<file path="src/rtl/core/qsfm_pkg.sv">
package qsfm_pkg;

  localparam int NUM_MOTORS          = 4;
  localparam int STATE_LEN           = 6;
  localparam int GAIN_FRAC_BITS_DEF  = 23;
  localparam int RATIO_BITS          = 20;
  localparam int QUO_W               = RATIO_BITS + 1;

  // Width of the B operand of the shared multiplier (covers the throttle
  // numerator and both reciprocals).
  localparam int B_W                 = 25;
  localparam int TNUM_W              = 24;

  // Division by 127 done as multiplication by a rounded-up reciprocal.
  localparam logic [B_W-1:0] REF_RECIP = B_W'(528417);
  localparam int             REF_SHIFT = 26;
  localparam logic [B_W-1:0] OUT_RECIP = B_W'(8454661);
  localparam int             OUT_SHIFT = 30;
  localparam logic [23:0]    SAT_LIMIT = 24'd4161536;
  localparam logic [14:0]    MOTOR_MAX = 15'd32767;

  // Configuration register indexes.
  localparam logic [1:0] CFG_TIMEOUT = 2'd0;
  localparam logic [1:0] CFG_HOVER   = 2'd1;
  localparam logic [1:0] CFG_SPAN    = 2'd2;
  localparam logic [1:0] CFG_TILT    = 2'd3;

  localparam logic [15:0] TIMEOUT_RST = 16'd100;
  localparam logic [14:0] HOVER_RST   = 15'd8166;
  localparam logic [14:0] SPAN_RST    = 15'd8192;
  localparam logic [10:0] TILT_RST    = 11'd240;

  // Gain table in millionths, row per motor, column per state element.
  localparam int GAIN_MICRO [NUM_MOTORS][STATE_LEN] = '{
    '{  12936, -10663, -16771,  1856, -1532, -1287 },
    '{ -12936, -10663,  16771, -1856, -1532,  1287 },
    '{  12936,  10663,  16771,  1856,  1532,  1287 },
    '{ -12936,  10663, -16771, -1856,  1532, -1287 }
  };

  typedef enum logic [3:0] {
    S_IDLE,
    S_REF,
    S_MAC,
    S_TNUM,
    S_MIN,
    S_MAX,
    S_DIV,
    S_SCALE,
    S_OUT
  } seq_state_t;

  // Rounds a gain given in millionths to the fixed-point format, half away
  // from zero.
  function automatic longint gain_fixed(input int micro, input int frac);
    longint mag;
    longint q;
    mag = (micro < 0) ? -longint'(micro) : longint'(micro);
    q   = ((mag <<< frac) + 64'sd500000) / 64'sd1000000;
    return (micro < 0) ? -q : q;
  endfunction

endpackage

</file>
<file path="src/rtl/core/quadrotor_state_feedback_mixer.sv">
// Channel   Direction  Handshake           Payload
// s_*       in         s_tvalid/s_tready   s_tdata: IMU, commands, tick; s_tuser: packet_valid
// m_*       out        m_tvalid/m_tready   m_tdata: four motor values; m_tuser: motors_off
// cfg_*     in         cfg_valid/cfg_ready cfg_index, cfg_data (register write)
//
// An item's result is worked out with the shared multiplier, which carries all 24
// multiply-accumulates, and, when the motors run and the effort is not flat, with
// the bit-serial divider (21 steps per motor). Synchronous reset restores the
// configuration registers and held state. The block is not ready while an item is
// in work; a finished result waits in the output register while the next item is
// taken.
module quadrotor_state_feedback_mixer
  import qsfm_pkg::*;
#(
  parameter int GAIN_FRAC_BITS = GAIN_FRAC_BITS_DEF
) (
  input  logic         clk,
  input  logic         rst,
  input  logic         s_tvalid,
  output logic         s_tready,
  // [31:0] now_tick, [63:32] packet_timestamp, [71:64] command_pitch,
  // [79:72] command_roll, [87:80] command_throttle, [101:88] heading,
  // [115:102] angle_one, [129:116] angle_two, [145:130] rate_x,
  // [161:146] rate_y, [177:162] rate_z, [183:178] zero
  input  logic [183:0] s_tdata,
  // [0] packet_valid
  input  logic         s_tuser,
  output logic         m_tvalid,
  input  logic         m_tready,
  // [14:0] motor_front_right, [29:15] motor_front_left,
  // [44:30] motor_rear_left, [59:45] motor_rear_right, [63:60] zero
  output logic [63:0]  m_tdata,
  // [0] motors_off
  output logic         m_tuser,
  input  logic         cfg_valid,
  output logic         cfg_ready,
  input  logic [1:0]   cfg_index,
  input  logic [15:0]  cfg_data
);

  // Gain width follows from the largest gain magnitude, which is below 1/32.
  localparam int GW = GAIN_FRAC_BITS - 4;
  localparam int AW = (GW > 23) ? GW : 23;
  localparam int PW = AW + B_W;
  // Motor effort width: gain times an 18-bit error, summed six times.
  localparam int UW = GAIN_FRAC_BITS + 17;

  // Configuration registers.
  logic [15:0] command_timeout;
  logic [14:0] hover_throttle;
  logic [14:0] throttle_span;
  logic [10:0] max_tilt;

  // Held state.
  logic signed [15:0] held_angle [2];
  logic signed [15:0] held_rate  [3];
  logic signed [7:0]  held_pitch;
  logic signed [7:0]  held_roll;
  logic signed [7:0]  held_thr;
  logic [31:0]        held_time;
  logic [31:0]        now_reg;

  seq_state_t state;
  seq_state_t state_next;

  logic [1:0] ph;
  logic       ref_j;
  logic [1:0] k;
  logic [2:0] i;
  logic [4:0] div_cnt;

  logic signed [AW-1:0] mul_a;
  logic signed [B_W-1:0] mul_b;
  logic signed [PW-1:0] prod;

  logic               ref_neg;
  logic [17:0]        ref_mag;
  logic signed [12:0] ref_val [2];
  logic signed [UW-1:0] acc;
  logic signed [UW-1:0] u [NUM_MOTORS];
  logic signed [UW-1:0] mn;
  logic [UW-1:0]      shifted [NUM_MOTORS];
  logic [UW-1:0]      umax;
  logic [TNUM_W-1:0]  tnum;
  logic               off;
  logic [UW-1:0]      rem;
  logic [QUO_W-1:0]   quo;
  logic               sat;
  logic [21:0]        fm;
  logic [14:0]        motor [NUM_MOTORS];

  logic signed [GW-1:0] gain_tab [NUM_MOTORS][STATE_LEN];

  for (genvar gk = 0; gk < NUM_MOTORS; gk++) begin : g_row
    for (genvar gi = 0; gi < STATE_LEN; gi++) begin : g_col
      assign gain_tab[gk][gi] = GW'(gain_fixed(GAIN_MICRO[gk][gi], GAIN_FRAC_BITS));
    end
  end

  // Input field views.
  logic signed [7:0]  in_pitch, in_roll, in_thr;
  logic signed [13:0] in_head, in_a1, in_a2;
  logic signed [15:0] in_rx, in_ry, in_rz;
  assign in_pitch = s_tdata[71:64];
  assign in_roll  = s_tdata[79:72];
  assign in_thr   = s_tdata[87:80];
  assign in_head  = s_tdata[101:88];
  assign in_a1    = s_tdata[115:102];
  assign in_a2    = s_tdata[129:116];
  assign in_rx    = s_tdata[145:130];
  assign in_ry    = s_tdata[161:146];
  assign in_rz    = s_tdata[177:162];

  // Nothing is taken while reset is applied.
  assign s_tready  = (state == S_IDLE) && !rst;
  assign cfg_ready = !rst;

  // Negation saturating the full-scale negative rate.
  function automatic logic signed [15:0] neg_sat(input logic signed [15:0] v);
    return (v == 16'sh8000) ? 16'sh7fff : -v;
  endfunction

  // Control error r - x for the current column.
  logic signed [17:0] diff;
  always_comb begin
    case (i)
      3'd1:    diff = 18'(ref_val[0]) - 18'(held_angle[0]);
      3'd2:    diff = 18'(ref_val[1]) - 18'(held_angle[1]);
      3'd3:    diff = -18'(held_rate[0]);
      3'd4:    diff = -18'(held_rate[1]);
      3'd5:    diff = -18'(held_rate[2]);
      default: diff = '0;
    endcase
  end

  // Minimum of the efforts, clamped so it is never positive.
  logic signed [UW-1:0] min01, min23, min_all;
  assign min01   = (u[1] < u[0]) ? u[1] : u[0];
  assign min23   = (u[3] < u[2]) ? u[3] : u[2];
  assign min_all = (min23 < min01) ? min23 : min01;

  // Shifted efforts and their maximum.
  logic [UW-1:0] sh_c [NUM_MOTORS];
  logic [UW-1:0] max01, max23, umax_c;
  always_comb begin
    for (int n = 0; n < NUM_MOTORS; n++) begin
      sh_c[n] = UW'((UW+1)'(u[n]) - (UW+1)'(mn));
    end
  end
  assign max01  = (sh_c[1] > sh_c[0]) ? sh_c[1] : sh_c[0];
  assign max23  = (sh_c[3] > sh_c[2]) ? sh_c[3] : sh_c[2];
  assign umax_c = (max23 > max01) ? max23 : max01;

  // One restoring division step.
  logic [UW:0]   cand;
  logic          ge;
  logic [UW-1:0] rem_step;
  assign cand     = (div_cnt == 5'd0) ? {1'b0, shifted[k]} : {rem, 1'b0};
  assign ge       = cand >= {1'b0, umax};
  assign rem_step = ge ? UW'(cand - {1'b0, umax}) : UW'(cand);

  logic out_free;
  assign out_free = !m_tvalid || m_tready;

  // Next state.
  always_comb begin
    state_next = state;
    unique case (state)
      S_IDLE:  if (s_tvalid) state_next = S_REF;
      S_REF:   if (ph == 2'd3 && ref_j) state_next = S_MAC;
      S_MAC:   if (ph[0] && i == 3'd5 && k == 2'd3) state_next = S_TNUM;
      S_TNUM:  if (ph[0]) state_next = S_MIN;
      S_MIN:   state_next = S_MAX;
      S_MAX:   state_next = (off || umax_c == '0) ? S_OUT : S_DIV;
      S_DIV:   if (div_cnt == 5'(RATIO_BITS)) state_next = S_SCALE;
      S_SCALE: if (ph == 2'd3) state_next = (k == 2'd3) ? S_OUT : S_DIV;
      S_OUT:   if (out_free) state_next = S_IDLE;
    endcase
  end

  // Operands of the shared multiplier.
  always_comb begin
    mul_a = '0;
    mul_b = '0;
    unique case (state)
      S_REF: begin
        if (ph == 2'd0) begin
          mul_a = AW'({1'b0, max_tilt});
          mul_b = B_W'(ref_j ? held_roll : held_pitch);
        end else if (ph == 2'd2) begin
          mul_a = AW'({1'b0, ref_mag});
          mul_b = REF_RECIP;
        end
      end
      S_MAC: begin
        mul_a = AW'(gain_tab[k][i]);
        mul_b = B_W'(diff);
      end
      S_TNUM: begin
        mul_a = AW'({1'b0, throttle_span});
        mul_b = B_W'(held_thr);
      end
      S_SCALE: begin
        if (ph == 2'd0) begin
          mul_a = AW'({1'b0, quo});
          mul_b = B_W'({1'b0, tnum});
        end else if (ph == 2'd2) begin
          mul_a = AW'({1'b0, fm});
          mul_b = OUT_RECIP;
        end
      end
      default: ;
    endcase
  end

  qsfm_mult #(.AW(AW), .BW(B_W)) u_mult (
    .clk (clk),
    .a   (mul_a),
    .b   (mul_b),
    .p   (prod)
  );

  always_ff @(posedge clk) begin
    if (rst) begin
      state <= S_IDLE;
    end else begin
      state <= state_next;
    end
  end

  // Configuration writes.
  always_ff @(posedge clk) begin
    if (rst) begin
      command_timeout <= TIMEOUT_RST;
      hover_throttle  <= HOVER_RST;
      throttle_span   <= SPAN_RST;
      max_tilt        <= TILT_RST;
    end else if (cfg_valid) begin
      unique case (cfg_index)
        CFG_TIMEOUT: command_timeout <= cfg_data;
        CFG_HOVER:   hover_throttle  <= cfg_data[14:0];
        CFG_SPAN:    throttle_span   <= cfg_data[14:0];
        CFG_TILT:    max_tilt        <= cfg_data[10:0];
      endcase
    end
  end

  // Held state, captured as an item is accepted.
  always_ff @(posedge clk) begin
    if (rst) begin
      held_angle <= '{default: '0};
      held_rate  <= '{default: '0};
      held_pitch <= '0;
      held_roll  <= '0;
      held_thr   <= '0;
      held_time  <= '0;
    end else if (s_tvalid && s_tready) begin
      if (!(in_head == '0 && in_a1 == '0 && in_a2 == '0)) begin
        held_angle[0] <= 16'(in_a1);
        held_angle[1] <= 16'(in_a2);
      end
      if (!(in_rx == '0 && in_ry == '0 && in_rz == '0)) begin
        held_rate[0] <= in_rz;
        held_rate[1] <= neg_sat(in_ry);
        held_rate[2] <= neg_sat(in_rx);
      end
      if (s_tuser) begin
        held_pitch <= in_pitch;
        held_roll  <= in_roll;
        held_thr   <= in_thr;
        held_time  <= s_tdata[63:32];
      end
    end
  end

  // Sequencer counters and datapath registers.
  always_ff @(posedge clk) begin
    if (rst) begin
      ph      <= '0;
      ref_j   <= 1'b0;
      k       <= '0;
      i       <= '0;
      div_cnt <= '0;
    end else begin
      unique case (state)
        S_IDLE: begin
          ph      <= '0;
          ref_j   <= 1'b0;
          k       <= '0;
          i       <= '0;
          div_cnt <= '0;
          if (s_tvalid) begin
            now_reg <= s_tdata[31:0];
            acc     <= '0;
          end
        end
        S_REF: begin
          ph <= ph + 2'd1;
          if (ph == 2'd1) begin
            ref_neg <= prod[18];
            ref_mag <= prod[18] ? 18'(-prod[18:0]) : prod[17:0];
          end else if (ph == 2'd3) begin
            ref_val[ref_j] <= ref_neg ? -prod[REF_SHIFT+12:REF_SHIFT]
                                      : prod[REF_SHIFT+12:REF_SHIFT];
            ref_j <= ~ref_j;
          end
        end
        S_MAC: begin
          // The phase toggles, so it is back at zero after each product.
          ph <= {1'b0, ~ph[0]};
          if (ph[0]) begin
            if (i == 3'd5) begin
              u[k] <= acc + UW'(prod);
              acc  <= '0;
              i    <= '0;
              k    <= k + 2'd1;
            end else begin
              acc <= acc + UW'(prod);
              i   <= i + 3'd1;
            end
          end
        end
        S_TNUM: begin
          ph <= {1'b0, ~ph[0]};
          if (ph[0]) begin
            tnum <= TNUM_W'(prod) + TNUM_W'({hover_throttle, 7'd0})
                    - TNUM_W'(hover_throttle);
          end
        end
        S_MIN: begin
          mn  <= (min_all > 0) ? '0 : min_all;
          off <= ((now_reg - held_time) > 32'(command_timeout)) ||
                 held_thr[7] || (held_thr == '0);
        end
        S_MAX: begin
          shifted <= sh_c;
          umax    <= umax_c;
          div_cnt <= '0;
          motor   <= '{default: '0};
        end
        S_DIV: begin
          rem     <= rem_step;
          quo     <= {quo[QUO_W-2:0], ge};
          div_cnt <= div_cnt + 5'd1;
          ph      <= '0;
        end
        S_SCALE: begin
          ph <= ph + 2'd1;
          if (ph == 2'd1) begin
            sat <= prod[RATIO_BITS+23:RATIO_BITS] >= SAT_LIMIT;
            fm  <= prod[RATIO_BITS+21:RATIO_BITS];
          end else if (ph == 2'd3) begin
            motor[k] <= sat ? MOTOR_MAX : prod[OUT_SHIFT+14:OUT_SHIFT];
            k        <= k + 2'd1;
            div_cnt  <= '0;
          end
        end
        S_OUT: ;
      endcase
    end
  end

  // Output register: loaded when the result is complete and the slot is free.
  always_ff @(posedge clk) begin
    if (rst) begin
      m_tvalid <= 1'b0;
    end else if (state == S_OUT && out_free) begin
      m_tvalid <= 1'b1;
      m_tdata  <= {4'd0, motor[3], motor[2], motor[1], motor[0]};
      m_tuser  <= off;
    end else if (m_tready) begin
      m_tvalid <= 1'b0;
    end
  end

  // A result flagged as motors off carries zero motor values.
  a_off_zero: assert property (@(posedge clk) disable iff (rst)
    (m_tvalid && m_tuser) |-> (m_tdata[59:0] == '0))
    else $error("motors_off result with non-zero motor values");

  // Accepting an item makes the block busy on the next cycle.
  a_busy: assert property (@(posedge clk) disable iff (rst)
    (s_tvalid && s_tready) |=> !s_tready)
    else $error("input accepted while busy");

  // The divider never runs beyond the quotient width.
  a_div_bound: assert property (@(posedge clk) disable iff (rst)
    (state == S_DIV) |-> (div_cnt <= 5'(RATIO_BITS)))
    else $error("divider step count out of range");

  // The output register is only loaded from the result state.
  a_load: assert property (@(posedge clk) disable iff (rst)
    $rose(m_tvalid) |-> ($past(state) == S_OUT))
    else $error("result produced outside the result state");

endmodule

</file>
<file path="src/rtl/core/qsfm_mult.sv">
module qsfm_mult
  import qsfm_pkg::*;
#(
  parameter int AW = 23,
  parameter int BW = B_W
) (
  input  logic                 clk,
  input  logic signed [AW-1:0] a,
  input  logic signed [BW-1:0] b,
  output logic signed [AW+BW-1:0] p
);

  // Registered signed product.
  always_ff @(posedge clk) begin
    p <= (AW+BW)'(a) * (AW+BW)'(b);
  end

endmodule

</file>
<file path="config.mk">
export PLATFORM = sky130hd
export DESIGN_NAME = quadrotor_state_feedback_mixer
export DESIGN_NICKNAME = d
export VERILOG_FILES = /design/src/rtl/core/qsfm_pkg.sv /design/src/rtl/core/quadrotor_state_feedback_mixer.sv /design/src/rtl/core/qsfm_mult.sv
export SDC_FILE = /design/constraint.sdc
export NUM_CORES = 2
export LEC_CHECK = 0
export BUFFER_PORTS_ARGS = -buffer_cell sky130_fd_sc_hd__buf_2
export CAP_MARGIN = 0
export CORE_ASPECT_RATIO = 0.7
export CORE_MARGIN = 2
export CORE_UTILIZATION = 42
export DETAILED_ROUTE_END_ITERATION = 12
export PLACE_DENSITY = 0.63
export SLEW_MARGIN = 30
export SYNTH_ARGS = -nofsm -noshare
export SYNTH_HDL_FRONTEND = slang
export SYNTH_HIERARCHICAL = 1
export SYNTH_SLANG_ARGS = --single-unit
</file>
<file path="constraint.sdc">
create_clock -name clk -period 14.5 [get_ports clk]
set_clock_uncertainty 0.15 [all_clocks]
set_input_delay 0.725 -clock clk [delete_from_list [all_inputs] [get_ports clk]]
set_output_delay 0.725 -clock clk [all_outputs]
set_load 0.005 [all_outputs]
</file>
======== Word-level counts from Yosys, hierarchy flattened ========
Memories as Yosys holds them, arrays and structs flattened.
Cells that the tools add are included.
storage, ports and cells
  bits in registers ....................... 813
  memories kept ........................... 2
  input port bits ......................... 208
  RAM bits ................................ 186
  output and inout bits ................... 68
  logic and storage cells ................. 266
operators by class
  add/subtract/negate cells ............... 22
  order comparisons ....................... 13
  mux-type cells .......................... 81
  reduce and logical (&&, ||, !) cells .... 62
  multiply operators ...................... 1
  bitwise gates (word level) .............. 7
  equality and inequality tests ........... 35
memory list
  name     depth  bits a word  read ports  clocked after Yosys merged registers in  wr ports  RTL line                              source
  u        4      40           4           0                                        1         quadrotor_state_feedback_mixer.sv:80  logic signed [UW-1:0] u [NUM_MOTORS];
  ref_val  2      13           2           0                                        1         quadrotor_state_feedback_mixer.sv:78  logic signed [12:0] ref_val [2];
operators by type and width
  kind                                          count
  two-way mux 40 bit                            12
  binary-select mux 114 bit (select 2 bit)      1
  two-way mux 114 bit                           2
  subtractor 40 bit                             5
  > comparator 40 bit                           3
  < comparator 40 bit                           3
  two-way mux 60 bit                            2
  case mux 60 bit (2 select lines)              1
  case mux 25 bit (4 select lines)              1
  case mux 23 bit (4 select lines)              1
  case mux 18 bit (5 select lines)              1
  binary-select mux 40 bit (select 2 bit)       1
  case mux 40 bit (2 select lines)              1
  bitwise mux 60 bit                            1
  binary-select mux 19 bit (select 3 bit)       1
  two-way mux 18 bit                            3
  negator 16 -> 18 bit                          3
  two-way mux 25 bit                            2
  logical NOT 16 bit                            3
  two-way mux 24 bit                            2
  multiplier 23 x 25 -> 45 bit                  1
  two-way mux 22 bit                            2
  logical NOT 14 bit                            3
  greater-or-equal comparator 41 x 40 -> 1 bit  1
  65 further kinds                              165

======== Depth between registers and ports, before layout ========
An unclocked memory read counts as a cell.
  word-level depth ........................ 10
  mapped depth ............................ 49
  gate-level depth less buffers ........... 45

======== By module ========
Netlist, hierarchy kept.
by module, submodules not included
  module                          cells an instance  area each (um^2)  sequential area each (um^2)  instances
  quadrotor_state_feedback_mixer  6340               62811.5           26575.5                      1
  qsfm_mult                       2405               22167.5           960.9                        1

======== Least setup slack after synthesis ========
OpenSTA, ideal clock, no wires.
  path kind ............................... in2reg
  start ................................... in rst
  end ..................................... reg shifted[0] in the netlist's numbering, enable pin
  library setup time ...................... 764 ps
  path slack .............................. 4111 ps
  required time ........................... 13585 ps
  path buffers ............................ 1
  arrival ................................. 9474 ps
  stages on the path ...................... 4
  cell sequence ........................... clkbuf_1 > nor2_1 > nand2_1 > nor2_1
between the ends
  longest elaborated chain between the ends .. 2
RTL lines
  what                           RTL line                               source
  start, declared                quadrotor_state_feedback_mixer.sv:18   input logic rst,
  NOT 1 bit (no line)            -
  AND reduction 2 bit (no line)  -
  end signal, assigned           quadrotor_state_feedback_mixer.sv:336  shifted <= sh_c;
  end, declared                  quadrotor_state_feedback_mixer.sv:82   logic [UW-1:0] shifted [NUM_MOTORS];
No other way between the ends.
A chain may end at the register's enable or synchronous reset.

==> impl_metrics.json <==
{
  "status": "finished, final reports clean",
  "grt_max_degree": 78,
  "cts_resized": 0,
  "grt_pass1_wl_microns": 417000,
  "rr_worst_depth": 38,
  "clkTransAtPathRegs_ns": 0.06,
  "cts.sinks": 999,
  "min_path_type": "in -> reg",
  "syn-instance-count": 8675,
  "vdd_drop_max_mv": 0.0927,
  "crit_type": "reg -> reg",
  "antenna_found_initial": 46,
  "crit_path_end_kind": "flop",
  "wirelength_microns": 283000,
  "worstHoldPathCells": 1,
  "placed_cells_incl_taps": 11425,
  "synth_area_sq_um": 84200,
  "cts_max_path_buffers": 3,
  "final_max_slew_viol_count": 0,
  "fmax_mhz": 72.9,
  "min_period_ns": 13.72,
  "rows": 137,
  "rsz0062_at_grt": "no",
  "layout.nets": 10457,
  "min_from": "s_tdata[18]",
  "fin_setup_tns_ns": 0,
  "cp_top_family": "simple AND/OR/NAND/NOR gates",
  "cts_tree": "built",
  "timing.slew.headroom": 0.269,
  "cp.required_ns": 14.97,
  "cp.arrival_ns": 14.18,
  "cts_root_buffer": "clkbuf_16",
  "drive_gt1_frac": 0.0950,
  "regToRegEndpoint": "state[1]$_SDFFE_PP0P_",
  "p_per_area_nw_per_um2": 91.5,
  "gp_congestion": 1.03,
  "remaining_drc_errors": 0,
  "post_drt_wl_per_cell_microns": 24.3,
  "final_cell_count_no_fill": 11663,
  "startpoint_type": "flop",
  "ys_warn_count": 6,
  "final_util": 0.466,
  "critPathSlowestCell": "nor4_1",
  "grt_pass1_vias": 63689,
  "power.leakage_uw": 0.0406,
  "critical_path.max_fanout": 28,
  "drt-initial-drc-count": 7769,
  "reg2reg_setup_slack_ns": 0.78,
  "dp_hpwl_microns": 224000,
  "grtUsageTotal": 0.273,
  "cts_made_buffers": 102,
  "cpPeakStageDelay_ns": 0.84,
  "via_per_inst": 5.73,
  "worstSkewPairLatency_ns": 0.74,
  "syn2layout_area_growth_pct": 10.2,
  "grt_overflow": 0,
  "initial_core_util": 0.423,
  "hold_end": "now_reg[18]$_DFFE_PP_",
  "synth_area_per_cell_sq_um": 9.71,
  "finalCritPeriodShare": 0.946,
  "reg.largest.list": "shifted (160), u (160)",
  "hold_viol": 0,
  "maxCapViolations": 0,
  "die-area_sq_um": 204000,
  "core_area_sq_um": 199000,
  "whs_ns": 0.0420,
  "r2r_start": "mn[1]$_SDFFCE_PN0P_",
  "dr.pass1.iters": 8,
  "worst_pin_slew_ns": 1.08,
  "antenna_left": 0,
  "ioPinCount": 276,
  "path_buf_inv": 2,
  "finalSetupViolCount": 0,
  "cts_max_level": 3,
  "port_buffers": 265,
  "vias": 66843,
  "die_w_microns": 539,
  "die_h_microns": 379
}
-- report_power, final --
| group | total (uW) | switching, uW | internal (uW) | leakage, uW |
|---|---|---|---|---|
| logic | 2320 | 1540 | 775 | 0.0300 |
| clock network | 2790 | 1280 | 1510 | 0.00167 |
| registers | 3380 | 113 | 3270 | 0.00896 |
| total | 8490 | 2940 | 5560 | 0.0406 |
-- final cells by class --
type	instances	area (sq um)
clock buffer	124	2730
timing repair buffer	444	2770
clock inverter	69	732
multi-input combinational	6119	51100
fill	18753	106000
antenna	18	45.0
tap	2641	3300
inverter	1249	4690
sequential	999	27500
-- timing repair --
action | CTS | global route
endpoints found under the hold margin | 25 | 0
hold buffers | 25 | 0
buffers inserted | 0 | 0
-- per-layer routing --
metal,GRT usage,vias to the layer above,share of wire
met5,0,-,0.00046
met2,0.361,3245,0.39
met1,0.426,32960,0.47
li1,-,30312,-
met4,0.0581,14,0.020
met3,0.0828,312,0.13
-- stage by stage --
stage / setup WS [ns] / total power (uW) / area, sq um
after floorplan: 4.11 / 4850 / 84200
after global placement: 1.52 / 5630 / 89000
after detailed placement: 1.40 / 5670 / 89000
after CTS: 1.36 / 8470 / 92700
after global routing: 0.399 / 8830 / 92800
final: 0.782 / 8490 / 92800
-- cell usage in the layout, fill, tap and decap left out, types with 26 or more instances in the layout --
master / count
a211oi_1: 126
buf_4: 150
xor2_1: 119
and3_1: 37
nand2_1: 831
o31ai_1: 32
nor2_1: 484
inv_1: 1246
nand3_1: 113
nor2b_1: 99
ha_1: 727
nor3_1: 114
xnor2_1: 257
a31oi_1: 39
and2_1: 305
fa_1: 607
dfxtp_1: 250
nand2b_1: 87
o21a_1: 78
buf_2: 265
edfxtp_1: 747
nor4_1: 54
or2_2: 29
o21ai_0: 311
mux4_2: 40
nand4_1: 100
mux2_2: 71
clkbuf_16: 104
a22oi_1: 26
or3_1: 39
o21bai_1: 49
a21o_1: 204
a21oi_1: 521
mux2i_1: 144
o211ai_1: 48
-- how the worst max path moves through the flow --
stage | start | endpoint | slack, ns | depth (start not counted)
6_report | mn[1]$_SDFFCE_PN0P_ | state[1]$_SDFFE_PP0P_ | 0.78 | 38
5_1_grt | mn[1]$_SDFFCE_PN0P_ | state[2]$_SDFFE_PP0P_ | 0.40 | 38
2_1_floorplan | rst | shifted[0]$_DFFE_PP_ | 4.11 | 4
3_5_place_dp | mn[1]$_SDFFCE_PN0P_ | state[1]$_SDFFE_PP0P_ | 1.40 | 38
4_1_cts | mn[1]$_SDFFCE_PN0P_ | state[1]$_SDFFE_PP0P_ | 1.36 | 38
3_3_place_gp | mn[1]$_SDFFCE_PN0P_ | state[1]$_SDFFE_PP0P_ | 1.52 | 37
Note: power is estimated with default switching activity, not from simulation.
